`config.mk`:
```
export PLATFORM = sky130hd
export DESIGN_NAME = drift_compensated_timer_bank
export DESIGN_NICKNAME = d
export VERILOG_FILES = /design/src/rtl/core/dctb_pkg.sv /design/src/rtl/core/dctb_ctrl.sv /design/src/rtl/core/dctb_dp.sv /design/src/rtl/core/drift_compensated_timer_bank.sv
export SDC_FILE = /design/constraint.sdc
export NUM_CORES = 1
export LEC_CHECK = 0
export ABC_AREA = 1
export BUFFER_PORTS_ARGS = -buffer_cell sky130_fd_sc_hd__clkbuf_2
export CAP_MARGIN = 0
export CORE_MARGIN = 4
export CORE_UTILIZATION = 55
export DETAILED_ROUTE_END_ITERATION = 8
export GPL_ROUTABILITY_DRIVEN = 0
export PLACE_DENSITY = 0.71
export SYNTH_ARGS = -nofsm -noshare
export SYNTH_HDL_FRONTEND = slang
export SYNTH_SLANG_ARGS = --single-unit
```
`constraint.sdc`:
```
create_clock -name clk -period 6.6 [get_ports clk]
set_input_delay 1.32 -clock clk [delete_from_list [all_inputs] [get_ports clk]]
set_output_delay 1.32 -clock clk [all_outputs]
set_load 0.05 [all_outputs]
```
`src/rtl/core/dctb_pkg.sv`:
```
// Shared types, codes and constants for the drift-compensated timer bank.
package dctb_pkg;

    localparam int TIMER_COUNT_DEF = 16;
    localparam int TIME_W          = 24;
    localparam int ELAPSED_W       = 16;
    localparam int MASK_W          = 16;
    localparam int IDX_W           = 4;
    localparam int REQ_W           = 2;

    typedef enum logic [REQ_W-1:0] {
        REQ_TICK  = 2'd0,
        REQ_ONCE  = 2'd1,
        REQ_EVERY = 2'd2,
        REQ_STOP  = 2'd3
    } req_t;

    typedef enum logic [3:0] {
        ST_IDLE = 4'b0001,
        ST_CMD  = 4'b0010,
        ST_WALK = 4'b0100,
        ST_FIN  = 4'b1000
    } state_t;

    // Commands from the controller to the datapath
    typedef struct packed {
        logic load;
        logic cmd_write;
        logic walk_run;
        logic push;
    } ctl_cmd_t;

    // Status from the datapath to the controller
    typedef struct packed {
        logic in_tick;
        logic walk_done;
        logic out_free;
    } dp_stat_t;

endpackage

```
`src/rtl/core/dctb_ctrl.sv`:
```
// Controller state machine for the timer bank: sequences accept, update, walk and result.
module dctb_ctrl (
    input  logic                clk,
    input  logic                rst_n,
    input  logic                in_valid,
    output logic                in_stall,
    input  dctb_pkg::dp_stat_t  stat,
    output dctb_pkg::ctl_cmd_t  cmd
);

    dctb_pkg::state_t state_reg;
    dctb_pkg::state_t state_next;

    // Advance state
    always_ff @(posedge clk or negedge rst_n)
    begin
        if (!rst_n)
        begin
            state_reg <= dctb_pkg::ST_IDLE;
        end
        else
        begin
            state_reg <= state_next;
        end
    end

    // Decode next state and datapath commands
    always_comb
    begin
        state_next    = state_reg;
        cmd           = '0;
        unique case (state_reg)
            dctb_pkg::ST_IDLE:
            begin
                if (in_valid)
                begin
                    cmd.load   = 1'b1;
                    state_next = stat.in_tick ? dctb_pkg::ST_WALK : dctb_pkg::ST_CMD;
                end
            end
            dctb_pkg::ST_CMD:
            begin
                cmd.cmd_write = 1'b1;
                state_next    = dctb_pkg::ST_FIN;
            end
            dctb_pkg::ST_WALK:
            begin
                cmd.walk_run = 1'b1;
                if (stat.walk_done)
                begin
                    state_next = dctb_pkg::ST_FIN;
                end
            end
            dctb_pkg::ST_FIN:
            begin
                if (stat.out_free)
                begin
                    cmd.push   = 1'b1;
                    state_next = dctb_pkg::ST_IDLE;
                end
            end
            default:
            begin
                state_next = dctb_pkg::ST_IDLE;
            end
        endcase
    end

    assign in_stall = (state_reg != dctb_pkg::ST_IDLE);

    // Hold off new transactions until the current one is finished
    a_accept_then_busy: assert property (@(posedge clk) disable iff (!rst_n)
        in_valid && !in_stall |=> in_stall)
        else $error("input accepted again right after a transaction");

    a_push_needs_room: assert property (@(posedge clk) disable iff (!rst_n)
        cmd.push |-> stat.out_free)
        else $error("result pushed into an occupied output register");

    a_walk_leaves_to_fin: assert property (@(posedge clk) disable iff (!rst_n)
        cmd.walk_run && stat.walk_done |=> state_reg == dctb_pkg::ST_FIN)
        else $error("walk finished without moving to result stage");

endmodule

```
`src/rtl/core/dctb_dp.sv`:
```
// Datapath for the timer bank: item registers, timer memory, countdown walk and result register.
module dctb_dp #(
    parameter int TIMER_COUNT = dctb_pkg::TIMER_COUNT_DEF
) (
    input  logic                                clk,
    input  logic                                rst_n,
    input  logic [dctb_pkg::REQ_W-1:0]          req_type,
    input  logic [dctb_pkg::IDX_W-1:0]          timer_index,
    input  logic [dctb_pkg::TIME_W-1:0]         interval_ms,
    input  logic [dctb_pkg::ELAPSED_W-1:0]      elapsed_ms,
    input  logic                                out_stall,
    output logic                                out_valid,
    output logic [dctb_pkg::MASK_W-1:0]         fired_mask,
    input  dctb_pkg::ctl_cmd_t                  cmd,
    output dctb_pkg::dp_stat_t                  stat
);

    localparam int ADDR_W     = (TIMER_COUNT > 1) ? $clog2(TIMER_COUNT) : 1;
    localparam int WALK_COUNT = (TIMER_COUNT < dctb_pkg::MASK_W) ? TIMER_COUNT
                                                                 : dctb_pkg::MASK_W;
    localparam int CNT_W      = $clog2(WALK_COUNT + 1);

    localparam int TW = dctb_pkg::TIME_W;

    // Item registers
    logic [dctb_pkg::REQ_W-1:0]     req_reg;
    logic [dctb_pkg::IDX_W-1:0]     idx_reg;
    logic [TW-1:0]                  interval_reg;
    logic [dctb_pkg::ELAPSED_W-1:0] elapsed_reg;

    // Timer storage
    logic [TW-1:0]          rem_mem [TIMER_COUNT];
    logic [TW-1:0]          rel_mem [TIMER_COUNT];
    logic [TIMER_COUNT-1:0] valid_reg;
    logic [TIMER_COUNT-1:0] valid_next;

    // Walk control
    logic [CNT_W-1:0]  cnt_reg;
    logic [CNT_W-1:0]  cnt_next;
    logic              pend_reg;
    logic              pend_next;
    logic [ADDR_W-1:0] wb_addr_reg;
    logic [ADDR_W-1:0] wb_addr_next;
    logic [TW-1:0]     rem_rd_reg;
    logic [TW-1:0]     rel_rd_reg;
    logic              vld_rd_reg;
    logic              rd_en;
    logic [ADDR_W-1:0] rd_addr;

    // Result
    logic [dctb_pkg::MASK_W-1:0] mask_reg;
    logic [dctb_pkg::MASK_W-1:0] mask_next;
    logic                        out_valid_reg;
    logic                        out_valid_next;
    logic [dctb_pkg::MASK_W-1:0] fired_mask_reg;
    logic [dctb_pkg::MASK_W-1:0] fired_mask_next;

    // Countdown and write port
    logic [TW-1:0]     elapsed_ext;
    logic [TW-1:0]     rem_eff;
    logic [TW-1:0]     rel_eff;
    logic [TW-1:0]     over;
    logic [TW-1:0]     rem_new;
    logic              fire;
    logic              wb_en;
    logic              idx_ok;
    logic              wr_en;
    logic [ADDR_W-1:0] wr_addr;
    logic [TW-1:0]     wr_rem;
    logic [TW-1:0]     wr_rel;

    // Latch the accepted transaction
    always_ff @(posedge clk)
    begin
        if (cmd.load)
        begin
            req_reg      <= req_type;
            idx_reg      <= timer_index;
            interval_reg <= interval_ms;
            elapsed_reg  <= elapsed_ms;
        end
    end

    // Step the walk: issue one read per cycle, write back the previous entry
    always_comb
    begin
        cnt_next     = cnt_reg;
        pend_next    = pend_reg;
        wb_addr_next = wb_addr_reg;
        rd_en        = 1'b0;
        rd_addr      = ADDR_W'(cnt_reg);
        if (cmd.load)
        begin
            cnt_next  = '0;
            pend_next = 1'b0;
        end
        else if (cmd.walk_run)
        begin
            if (cnt_reg != CNT_W'(WALK_COUNT))
            begin
                rd_en        = 1'b1;
                cnt_next     = cnt_reg + CNT_W'(1);
                pend_next    = 1'b1;
                wb_addr_next = rd_addr;
            end
            else
            begin
                pend_next = 1'b0;
            end
        end
    end

    // Count down one timer and compute its reload
    always_comb
    begin
        elapsed_ext = TW'(elapsed_reg);
        rem_eff     = vld_rd_reg ? rem_rd_reg : '0;
        rel_eff     = vld_rd_reg ? rel_rd_reg : '0;
        over        = elapsed_ext - rem_eff;
        fire        = 1'b0;
        if (rem_eff > elapsed_ext)
        begin
            rem_new = rem_eff - elapsed_ext;
        end
        else
        begin
            fire = (rem_eff != '0);
            priority if (rel_eff > over)
            begin
                rem_new = rel_eff - over;
            end
            else if (rel_eff != '0)
            begin
                rem_new = TW'(1);
            end
            else
            begin
                rem_new = '0;
            end
        end
    end

    assign wb_en  = cmd.walk_run && pend_reg && (rem_eff != '0);
    assign idx_ok = (32'(idx_reg) < TIMER_COUNT);

    // Select the write port source: command update or walk write-back
    always_comb
    begin
        wr_en   = 1'b0;
        wr_addr = wb_addr_reg;
        wr_rem  = rem_new;
        wr_rel  = rel_eff;
        if (cmd.cmd_write)
        begin
            wr_en   = idx_ok;
            wr_addr = ADDR_W'(idx_reg);
            unique case (dctb_pkg::req_t'(req_reg))
                dctb_pkg::REQ_ONCE:
                begin
                    wr_rem = interval_reg;
                    wr_rel = '0;
                end
                dctb_pkg::REQ_EVERY:
                begin
                    wr_rem = interval_reg;
                    wr_rel = interval_reg;
                end
                dctb_pkg::REQ_STOP,
                dctb_pkg::REQ_TICK:
                begin
                    wr_rem = '0;
                    wr_rel = '0;
                end
            endcase
        end
        else if (wb_en)
        begin
            wr_en = 1'b1;
        end
    end

    // Timer memory: one write port, one registered read port
    always_ff @(posedge clk)
    begin
        if (wr_en)
        begin
            rem_mem[wr_addr] <= wr_rem;
            rel_mem[wr_addr] <= wr_rel;
        end
        if (rd_en)
        begin
            rem_rd_reg <= rem_mem[rd_addr];
            rel_rd_reg <= rel_mem[rd_addr];
        end
    end

    // Mark entries written since reset; unwritten entries read as stopped
    always_comb
    begin
        valid_next = valid_reg;
        if (wr_en)
        begin
            valid_next[wr_addr] = 1'b1;
        end
    end

    // Collect fired timers; clear on every new transaction
    always_comb
    begin
        mask_next = mask_reg;
        if (cmd.load)
        begin
            mask_next = '0;
        end
        else if (cmd.walk_run && pend_reg && fire)
        begin
            mask_next = mask_reg | (dctb_pkg::MASK_W'(1) << wb_addr_reg);
        end
    end

    // Output register: load on push, drop when taken
    always_comb
    begin
        out_valid_next  = out_valid_reg;
        fired_mask_next = fired_mask_reg;
        if (cmd.push)
        begin
            out_valid_next  = 1'b1;
            fired_mask_next = mask_reg;
        end
        else if (out_valid_reg && !out_stall)
        begin
            out_valid_next = 1'b0;
        end
    end

    always_ff @(posedge clk or negedge rst_n)
    begin
        if (!rst_n)
        begin
            valid_reg     <= '0;
            cnt_reg       <= '0;
            pend_reg      <= 1'b0;
            vld_rd_reg    <= 1'b0;
            out_valid_reg <= 1'b0;
        end
        else
        begin
            valid_reg     <= valid_next;
            cnt_reg       <= cnt_next;
            pend_reg      <= pend_next;
            out_valid_reg <= out_valid_next;
            if (rd_en)
            begin
                vld_rd_reg <= valid_reg[rd_addr];
            end
        end
    end

    always_ff @(posedge clk)
    begin
        wb_addr_reg    <= wb_addr_next;
        mask_reg       <= mask_next;
        fired_mask_reg <= fired_mask_next;
    end

    assign out_valid      = out_valid_reg;
    assign fired_mask     = fired_mask_reg;
    assign stat.in_tick   = (dctb_pkg::req_t'(req_type) == dctb_pkg::REQ_TICK);
    assign stat.walk_done = (cnt_reg == CNT_W'(WALK_COUNT)) && !pend_reg;
    assign stat.out_free  = !out_valid_reg || !out_stall;

    // A command transaction never reports a fired timer
    a_cmd_mask_zero: assert property (@(posedge clk) disable iff (!rst_n)
        cmd.push && (dctb_pkg::req_t'(req_reg) != dctb_pkg::REQ_TICK) |-> mask_reg == '0)
        else $error("command transaction carries a nonzero fired mask");

    a_one_writer: assert property (@(posedge clk) disable iff (!rst_n)
        !(cmd.cmd_write && cmd.walk_run))
        else $error("command update and walk write-back in the same cycle");

    a_wb_in_walk_range: assert property (@(posedge clk) disable iff (!rst_n)
        pend_reg |-> (32'(wb_addr_reg) < WALK_COUNT))
        else $error("walk write-back beyond the addressable timers");

endmodule

```
`src/rtl/core/drift_compensated_timer_bank.sv`:
```
// Top level of the drift-compensated millisecond timer bank.
// Tick transaction: the walk reads one timer per cycle through the single read port of the
// timer memory, then the fired mask is pushed into the output register.
// Arm or stop transaction: the entry is written in the command state, then an empty mask is pushed.
// One transaction at a time: in_stall holds off a new request until the current result is pushed.
// Reset (rst_n, asynchronous, active low) stops all timers via per-entry valid bits.
module drift_compensated_timer_bank #(
    parameter int TIMER_COUNT = dctb_pkg::TIMER_COUNT_DEF
) (
    input  logic                            clk,
    input  logic                            rst_n,
    input  logic                            in_valid,
    output logic                            in_stall,
    input  logic [dctb_pkg::REQ_W-1:0]      req_type,
    input  logic [dctb_pkg::IDX_W-1:0]      timer_index,
    input  logic [dctb_pkg::TIME_W-1:0]     interval_ms,
    input  logic [dctb_pkg::ELAPSED_W-1:0]  elapsed_ms,
    output logic                            out_valid,
    input  logic                            out_stall,
    output logic [dctb_pkg::MASK_W-1:0]     fired_mask
);

    dctb_pkg::ctl_cmd_t cmd;
    dctb_pkg::dp_stat_t stat;

    // Sequence each transaction
    dctb_ctrl u_ctrl (
        .clk      (clk),
        .rst_n    (rst_n),
        .in_valid (in_valid),
        .in_stall (in_stall),
        .stat     (stat),
        .cmd      (cmd)
    );

    // Hold timers and compute countdowns
    dctb_dp #(
        .TIMER_COUNT (TIMER_COUNT)
    ) u_dp (
        .clk         (clk),
        .rst_n       (rst_n),
        .req_type    (req_type),
        .timer_index (timer_index),
        .interval_ms (interval_ms),
        .elapsed_ms  (elapsed_ms),
        .out_stall   (out_stall),
        .out_valid   (out_valid),
        .fired_mask  (fired_mask),
        .cmd         (cmd),
        .stat        (stat)
    );

endmodule

```
==> results of run 1 <==
[layer usage]
layer  GRT usage  share of wire  routed length (um)
met1      0.3929           0.40               44160
met3     0.04381          0.096               10630
met4     0.08838          0.034                3728
met5           0              0                   0
met2      0.4503           0.47               51670
[cell type report]
cell class,instances,area [um2],area share
diodes,1,2.502,0.00005609
multi-input cells,2266,11120,0.2492
clock inverters,45,437.9,0.009816
repair buffers,134,875.8,0.01963
clock buffers,122,2466,0.05528
well taps,950,1189,0.02664
inverters,264,1005,0.02252
flip-flops and latches,926,27520,0.6168
[final timing paths]
check / from / end / slack, ns / cells after the start
worst max-delay path: u_dp.vld_rd_reg / u_dp.rem_mem[7][1] / 0.79 / 26
worst min-delay path: u_dp.mask_reg[1] / u_dp.fired_mask[1] / 0.43 / 0
worst max register to register: u_dp.vld_rd_reg / u_dp.rem_mem[7][1] / 0.79 / 26
worst min register to register: u_dp.mask_reg[1] / u_dp.fired_mask[1] / 0.43 / 0
max in group asynchronous: rst_n / u_dp.cnt_reg[1] / 5.27 / 1
min in group asynchronous: rst_n / u_ctrl.state_reg[1] / 0.74 / 1
[logic make-up after synthesis]
group	after synthesis	synth area share
AOI/OAI and AO/OA	729	0.09811
xor gates and xnor gates	43	0.009345
adders and majority gates	63	0.02012
buffers and inverters	451	0.04465
DFF	926	0.6826
and+or+nand+nor	1431	0.1452
[worst max-delay path, cell delays in order (launching register included)]
cell and delay [ns]:
dfrtp_2 0.88, nand2_1 0.20, inv_1 0.10, ha_1 0.19, inv_1 0.07, fa_1 0.43
nand3_1 0.09, nand2_1 0.09, a21oi_1 0.37, o21ai_1 0.22, a21oi_1 0.29, nor2_1 0.07
nand2_1 0.06, nand2_1 0.07, ha_1 0.37, nand2_1 0.07, nor2_1 0.13, nand3_1 0.12
nor2_1 0.12, nand2_1 0.06, nand3_1 0.10, nand2_1 0.13, nor2_4 0.64, nand2_1 0.13
nand2_1 0.09, nand2_1 0.05, nand2_1 0.40
[layout by cell type (no fill, tap or decap), types with 4 or more instances in the layout]
master and instances:
nand4_1 70, a21o_1 4, dfxtp_1 16, clkinvlp_4 5
inv_2 10, nor3_1 13, clkinv_1 12, bufinv_16 5
o21bai_1 13, clkbuf_1 26, nand3b_1 5, o22ai_1 194
clkinv_2 18, o21ai_1 5, clkbuf_2 67, xnor2_1 13
buf_4 64, a21oi_1 65, nor2_4 17, nor2_1 483
xor2_1 30, edfxtp_1 882, dfrtp_1 24, ha_1 60
inv_1 248, clkbuf_16 93, nand3_1 110, o21ai_0 440
nand2_2 11, nor4_1 4, nand2_1 699
[per-stage QoR]
stage | setup slack, ns | area (um2) | cells | hold WS, ns | utilization
after detailed placement | 0.9151 | 41710 | 4540 | 0.4140 | 0.5784
after CTS | 0.8998 | 44610 | 4707 | 0.4281 | 0.6187
after global routing | 0.3475 | 44610 | 4707 | 0.4339 | 0.6187
after global placement | 1.040 | 41710 | 4540 | 0.4126 | 0.5784
final | 0.7854 | 44610 | 4708 | 0.4274 | 0.6188
after floorplan | 1.347 | 40300 | 3643 | 0.4082 | -
[power by group through the flow]
stage,Sequential [W],Clock [W],Combinational (W)
floorplan,0.00821,0,0.00506
global placement,0.00834,0,0.00713
detailed placement,0.00835,0,0.00721
CTS,0.00823,0.00509,0.00724
global route,0.00826,0.00534,0.00814
finish,0.00824,0.00503,0.00743
==> summary.txt, run 1 <==
Finish
  • Area grow syn2layout: 10.70%
  • Final net count: 3797
  • Fillcell total: 5637
  • Layout cells sized above 1: 0.08651
  • Top Registers: u_dp.rel_mem (384), u_dp.rem_mem (384)

Timing
  • TNS Setup: 0 ns
  • Max Fclk: between 150 and 200 MHz
  • Clk_skew: approximately 0.027 ns
  • Final Hold Viols: 0
  • Final setup fails: 0
  • RSZ-0062 raised after global routing: no
  • Max-slew violations: 0
  • Slew @ Worst Pin: 1.164 ns
  • Tmin final: between 5 and 6 ns
  • Tcrit/Tclk final: 0.8810
  • Slew Limit Headroom: 0.2225

Critical path
  • Crit path kind: reg -> reg
  • Worst Path Arrival: roughly 6.2 ns
  • Worst Setup End Kind: flip-flop
  • CP required: roughly 7.0 ns
  • Worst-path maximum fanout: 29
  • Worst Setup Start Kind: flip-flop

Routing
  • Routed via count: approximately 28000
  • Vias/cell: 6.016
  • Final WL: 110.2 mm
  • Wire length per cell: around 23 um
  • DRC viols: 0
  • Post-route ant nets: 0
  • Iter 0 DRT Violations: 4024
  • Initial DRT Pass Iterations: 6

Placement
  • Port Buf Inserts: 67
  • HPWL Detailed: 61.71 mm

Clock tree
  • CTS tree: yes
  • Postcts setup bufs: 0
  • H-tree Lvls: 3
  • Hold buffers post-CTS: 0
  • TritonCTS Sinks: around 930
  • Reg clk slew, reported paths: 0.06 ns
  • Skew-Pair Late Insertion Delay: approximately 0.66 ns
  • Clk root buf: clkbuf_16
  • Post-CTS Resized: 0
  • CTS Buf Count: 92
  • CTS max path bufs: 3

Synth
  • Synthesized area: 40300 um2
  • Main synth FF type: edfxtp_1
  • Gate Count Post-Synth: 3643
  • Synth Net Count: 3756
  • Syn avg cell area: 11.06 um2
  • Synth top area cells: edfxtp_1, nand2_1, o21ai_0
  • Synth warnings: 0
  • Seq cells post-synth: a little over 900
  • Top-count cell post-synth: edfxtp_1
  • Synth top area share: 0.6572
  • Largest area contributor in the netlist: edfxtp_1
  • Netlist cell types: 48
  • Post-synth ARST share: 0.03024
  • Seq/Total Area, Yosys: 0.6826
  • EDFF count, synth: 882
  • Commonest cells in the netlist: edfxtp_1, nand2_1, nor2_1

Global route
  • First-pass GRT wire length: 163.7 mm
  • Largest net degree at the start of global routing: 170
  • Global route overflow: 0
  • Initial antenna violation count: 1
  • Total track usage: 0.2782
  • Number of global-route vias before repair: between 20000 and 30000

Power and ir drop
  • Worst vdd ir: 235.7 uV
  • Part of the power in registers: 0.398
  • Tot Pwr: 0.02070 W
  • Clock power frac: 0.243
  • Switching portion of total power: 0.3836
  • Gate power share: 0.359
  • Internal: approximately 0.013 W
  • LEAKAGE: 16.61 nW
  • P per Cell Area: around 460 nW/um2
  • Psw: 0.007941 W

Hold path
  • Hold WC Path Type: reg -> reg

Floorplanning
  • Num rows: 98
  • Die area: between 70000 and 80000 um2
  • Die W: 278.7 um
  • Die Height: 278.7 um
  • Total I/O pin count: 68
  • Core area: 72100 um2
  • Initial Utilization: 0.5589

Run
  • Max-cap violations: 0

Outcome
  • Outcome: finished clean
Power figures use the tool's default switching activity.
==> run 2: changes to the inputs <==
--- a/config.mk
+++ b/config.mk
@@ -12,7 +12,7 @@
 export CORE_UTILIZATION = 55
 export DETAILED_ROUTE_END_ITERATION = 8
 export GPL_ROUTABILITY_DRIVEN = 0
-export PLACE_DENSITY = 0.71
+export PLACE_DENSITY_LB_ADDON = 0.05
 export SYNTH_ARGS = -nofsm -noshare
 export SYNTH_HDL_FRONTEND = slang
 export SYNTH_SLANG_ARGS = --single-unit
==> summary.txt, run 2 (synthesis results as in run 1) <==
Floorplanning
  • Die area: 77670 um2
  • Initial Utilization: 0.5589
  • Total I/O pin count: 68
  • Num rows: 98
  • Die Height: approximately 280 um
  • Die W: between 200 and 300 um
  • Core area: around 72000 um2

Routing
  • Vias/cell: approximately 6
  • Post-route ant nets: 0
  • Final WL: 117.7 mm
  • DRC viols: 0
  • Routed via count: between 20000 and 30000
  • Wire length per cell: 24.93 um
  • Iter 0 DRT Violations: approximately 3700
  • Initial DRT Pass Iterations: 6

Clock tree
  • Post-CTS Resized: 0
  • Postcts setup bufs: 0
  • Skew-Pair Late Insertion Delay: 0.68 ns
  • Reg clk slew, reported paths: 0.06 ns
  • CTS max path bufs: 3
  • Clk root buf: clkbuf_16
  • CTS Buf Count: 95
  • Hold buffers post-CTS: 0
  • H-tree Lvls: 3
  • TritonCTS Sinks: roughly 930
  • CTS tree: yes

Finish
  • Most frequent cells in the layout: edfxtp_1, nand2_1, nor2_1, o21ai_0, inv_1
  • Fillcell total: about 5800
  • Top Registers: u_dp.rel_mem (384), u_dp.rem_mem (384)
  • Area grow syn2layout: 11.32%
  • Layout cells sized above 1: 0.08647
  • ANT cells: 0
  • Final net count: between 3000 and 4000
  • Commonest non-fill, non-tap cell in the layout: edfxtp_1

Critical path
  • Worst-path maximum fanout: 26
  • Crit path kind: reg -> reg
  • Worst Setup End Kind: flip-flop
  • Worst Path Arrival: between 6 and 7 ns
  • Worst Setup Start Kind: flip-flop
  • CP required: 6.99 ns

Timing
  • Slew Limit Headroom: 0.1686
  • Tcrit/Tclk final: 0.8908
  • Tmin final: 5.879 ns
  • Fin worst setup slack: between 0.7 and 0.8 ns
  • TNS Setup: 0 ns
  • Max Fclk: ~170 MHz
  • RSZ-0062 raised after global routing: no
  • Min Hold Slack: 0.4322 ns
  • Final Hold Viols: 0
  • Slew @ Worst Pin: around 1.2 ns
  • Clk_skew: 0.03571 ns
  • Max-slew violations: 0
  • Final setup fails: 0

Outcome
  • Outcome: finished clean

Global route
  • Global route overflow: 0
  • Largest net degree at the start of global routing: 214
  • Initial antenna violation count: 5
  • First-pass GRT wire length: 172.3 mm
  • Total track usage: 0.2960
  • Number of global-route vias before repair: around 27000

Power and ir drop
  • Worst vdd ir: 363.5 uV
  • LEAKAGE: ~17 nW
  • P per Cell Area: 469.0 nW/um2

Placement
  • Port Buf Inserts: 67
  • HPWL Detailed: between 60 and 70 mm
  • DP Worst Slack: between 0.9 and 1 ns

Hold path
  • Hold WC Path Type: reg -> reg

Run
  • Max-cap violations: 0
run 2: cell count changes in the layout (fill, tap and decap cells not counted), moves of 2 or more:
cell and delta:
o21ai_1 +3, clkbuf_1 +2, clkbuf_16 +3, bufinv_16 +4, clkinv_1 +10, o21ai_0 -3, clkbuf_8 -3, buf_12 +3
inv_2 +3, clkinv_2 -7
run 2: path summary, 6_finish.rpt:
path | start | to | slack (ns) | cells after the start
worst max-delay path | u_dp.vld_rd_reg | u_dp.rem_mem[5][22] | 0.72 | 26
worst min-delay path | u_dp.mask_reg[10] | u_dp.fired_mask[10] | 0.43 | 0
worst max register to register | u_dp.vld_rd_reg | u_dp.rem_mem[5][22] | 0.72 | 26
worst min register to register | u_dp.mask_reg[10] | u_dp.fired_mask[10] | 0.43 | 0
max in group asynchronous | rst_n | u_dp.cnt_reg[0] | 5.30 | 1
min in group asynchronous | rst_n | u_dp.valid_reg[11] | 0.72 | 1
run 2: power breakdown:
| part | total, W | internal (W) | switching [W] |
|---|---|---|---|
| registers | 0.00824 | 0.00796 | 0.000271 |
| clock network | 0.00530 | 0.00306 | 0.00224 |
| logic | 0.00750 | 0.00195 | 0.00555 |
run 2: area by class of cell:
class / count / area (um2) / share of cell area
clock inverter: 54 / 593.1 / 0.01322
clock buffer: 124 / 2507 / 0.05589
multi-input combinational: 2266 / 11120 / 0.2480
inverter: 264 / 1001 / 0.02231
sequential: 926 / 27520 / 0.6134
tap: 950 / 1189 / 0.02650
timing repair buffer: 136 / 928.4 / 0.02070
run 2: metal layers:
layer / vias up / global-route usage / wire [um]
li1: 12880 / - / -
met1: 14200 / 0.4240 / 47630
met2: 1549 / 0.4747 / 55150
met3: 243 / 0.04548 / 11100
met4: 0 / 0.09150 / 3789
met5: - / 0 / 0
run 2: stage by stage:
stage	instance area (um2)	std cells	total power [W]	util
floorplan	40300	3643	0.01326	-
global placement	41760	4542	0.01548	0.5792
finish	44860	4720	0.02104	0.6222
CTS	44860	4720	0.02092	0.6222
detailed placement	41760	4542	0.01565	0.5792
global route	44860	4720	0.02210	0.6222
run 2: critical path, cell delays in order, from the launching register on:
cell	delay, ns
dfrtp_2	0.74
nand2_1	0.20
inv_1	0.11
ha_1	0.18
inv_1	0.07
fa_1	0.44
nand3_1	0.09
nand2_1	0.10
a21oi_1	0.40
o21ai_1	0.22
a21oi_1	0.28
nor2_1	0.07
nand2_1	0.06
nand2_1	0.06
ha_1	0.37
nand2_1	0.07
nor2_1	0.15
nand3_1	0.12
nor2_1	0.10
nand2_1	0.06
nand3_1	0.10
nand2_1	0.15
nor2_4	0.75
nand2_1	0.16
nand2_1	0.10
nand2_1	0.05
nand2_1	0.40
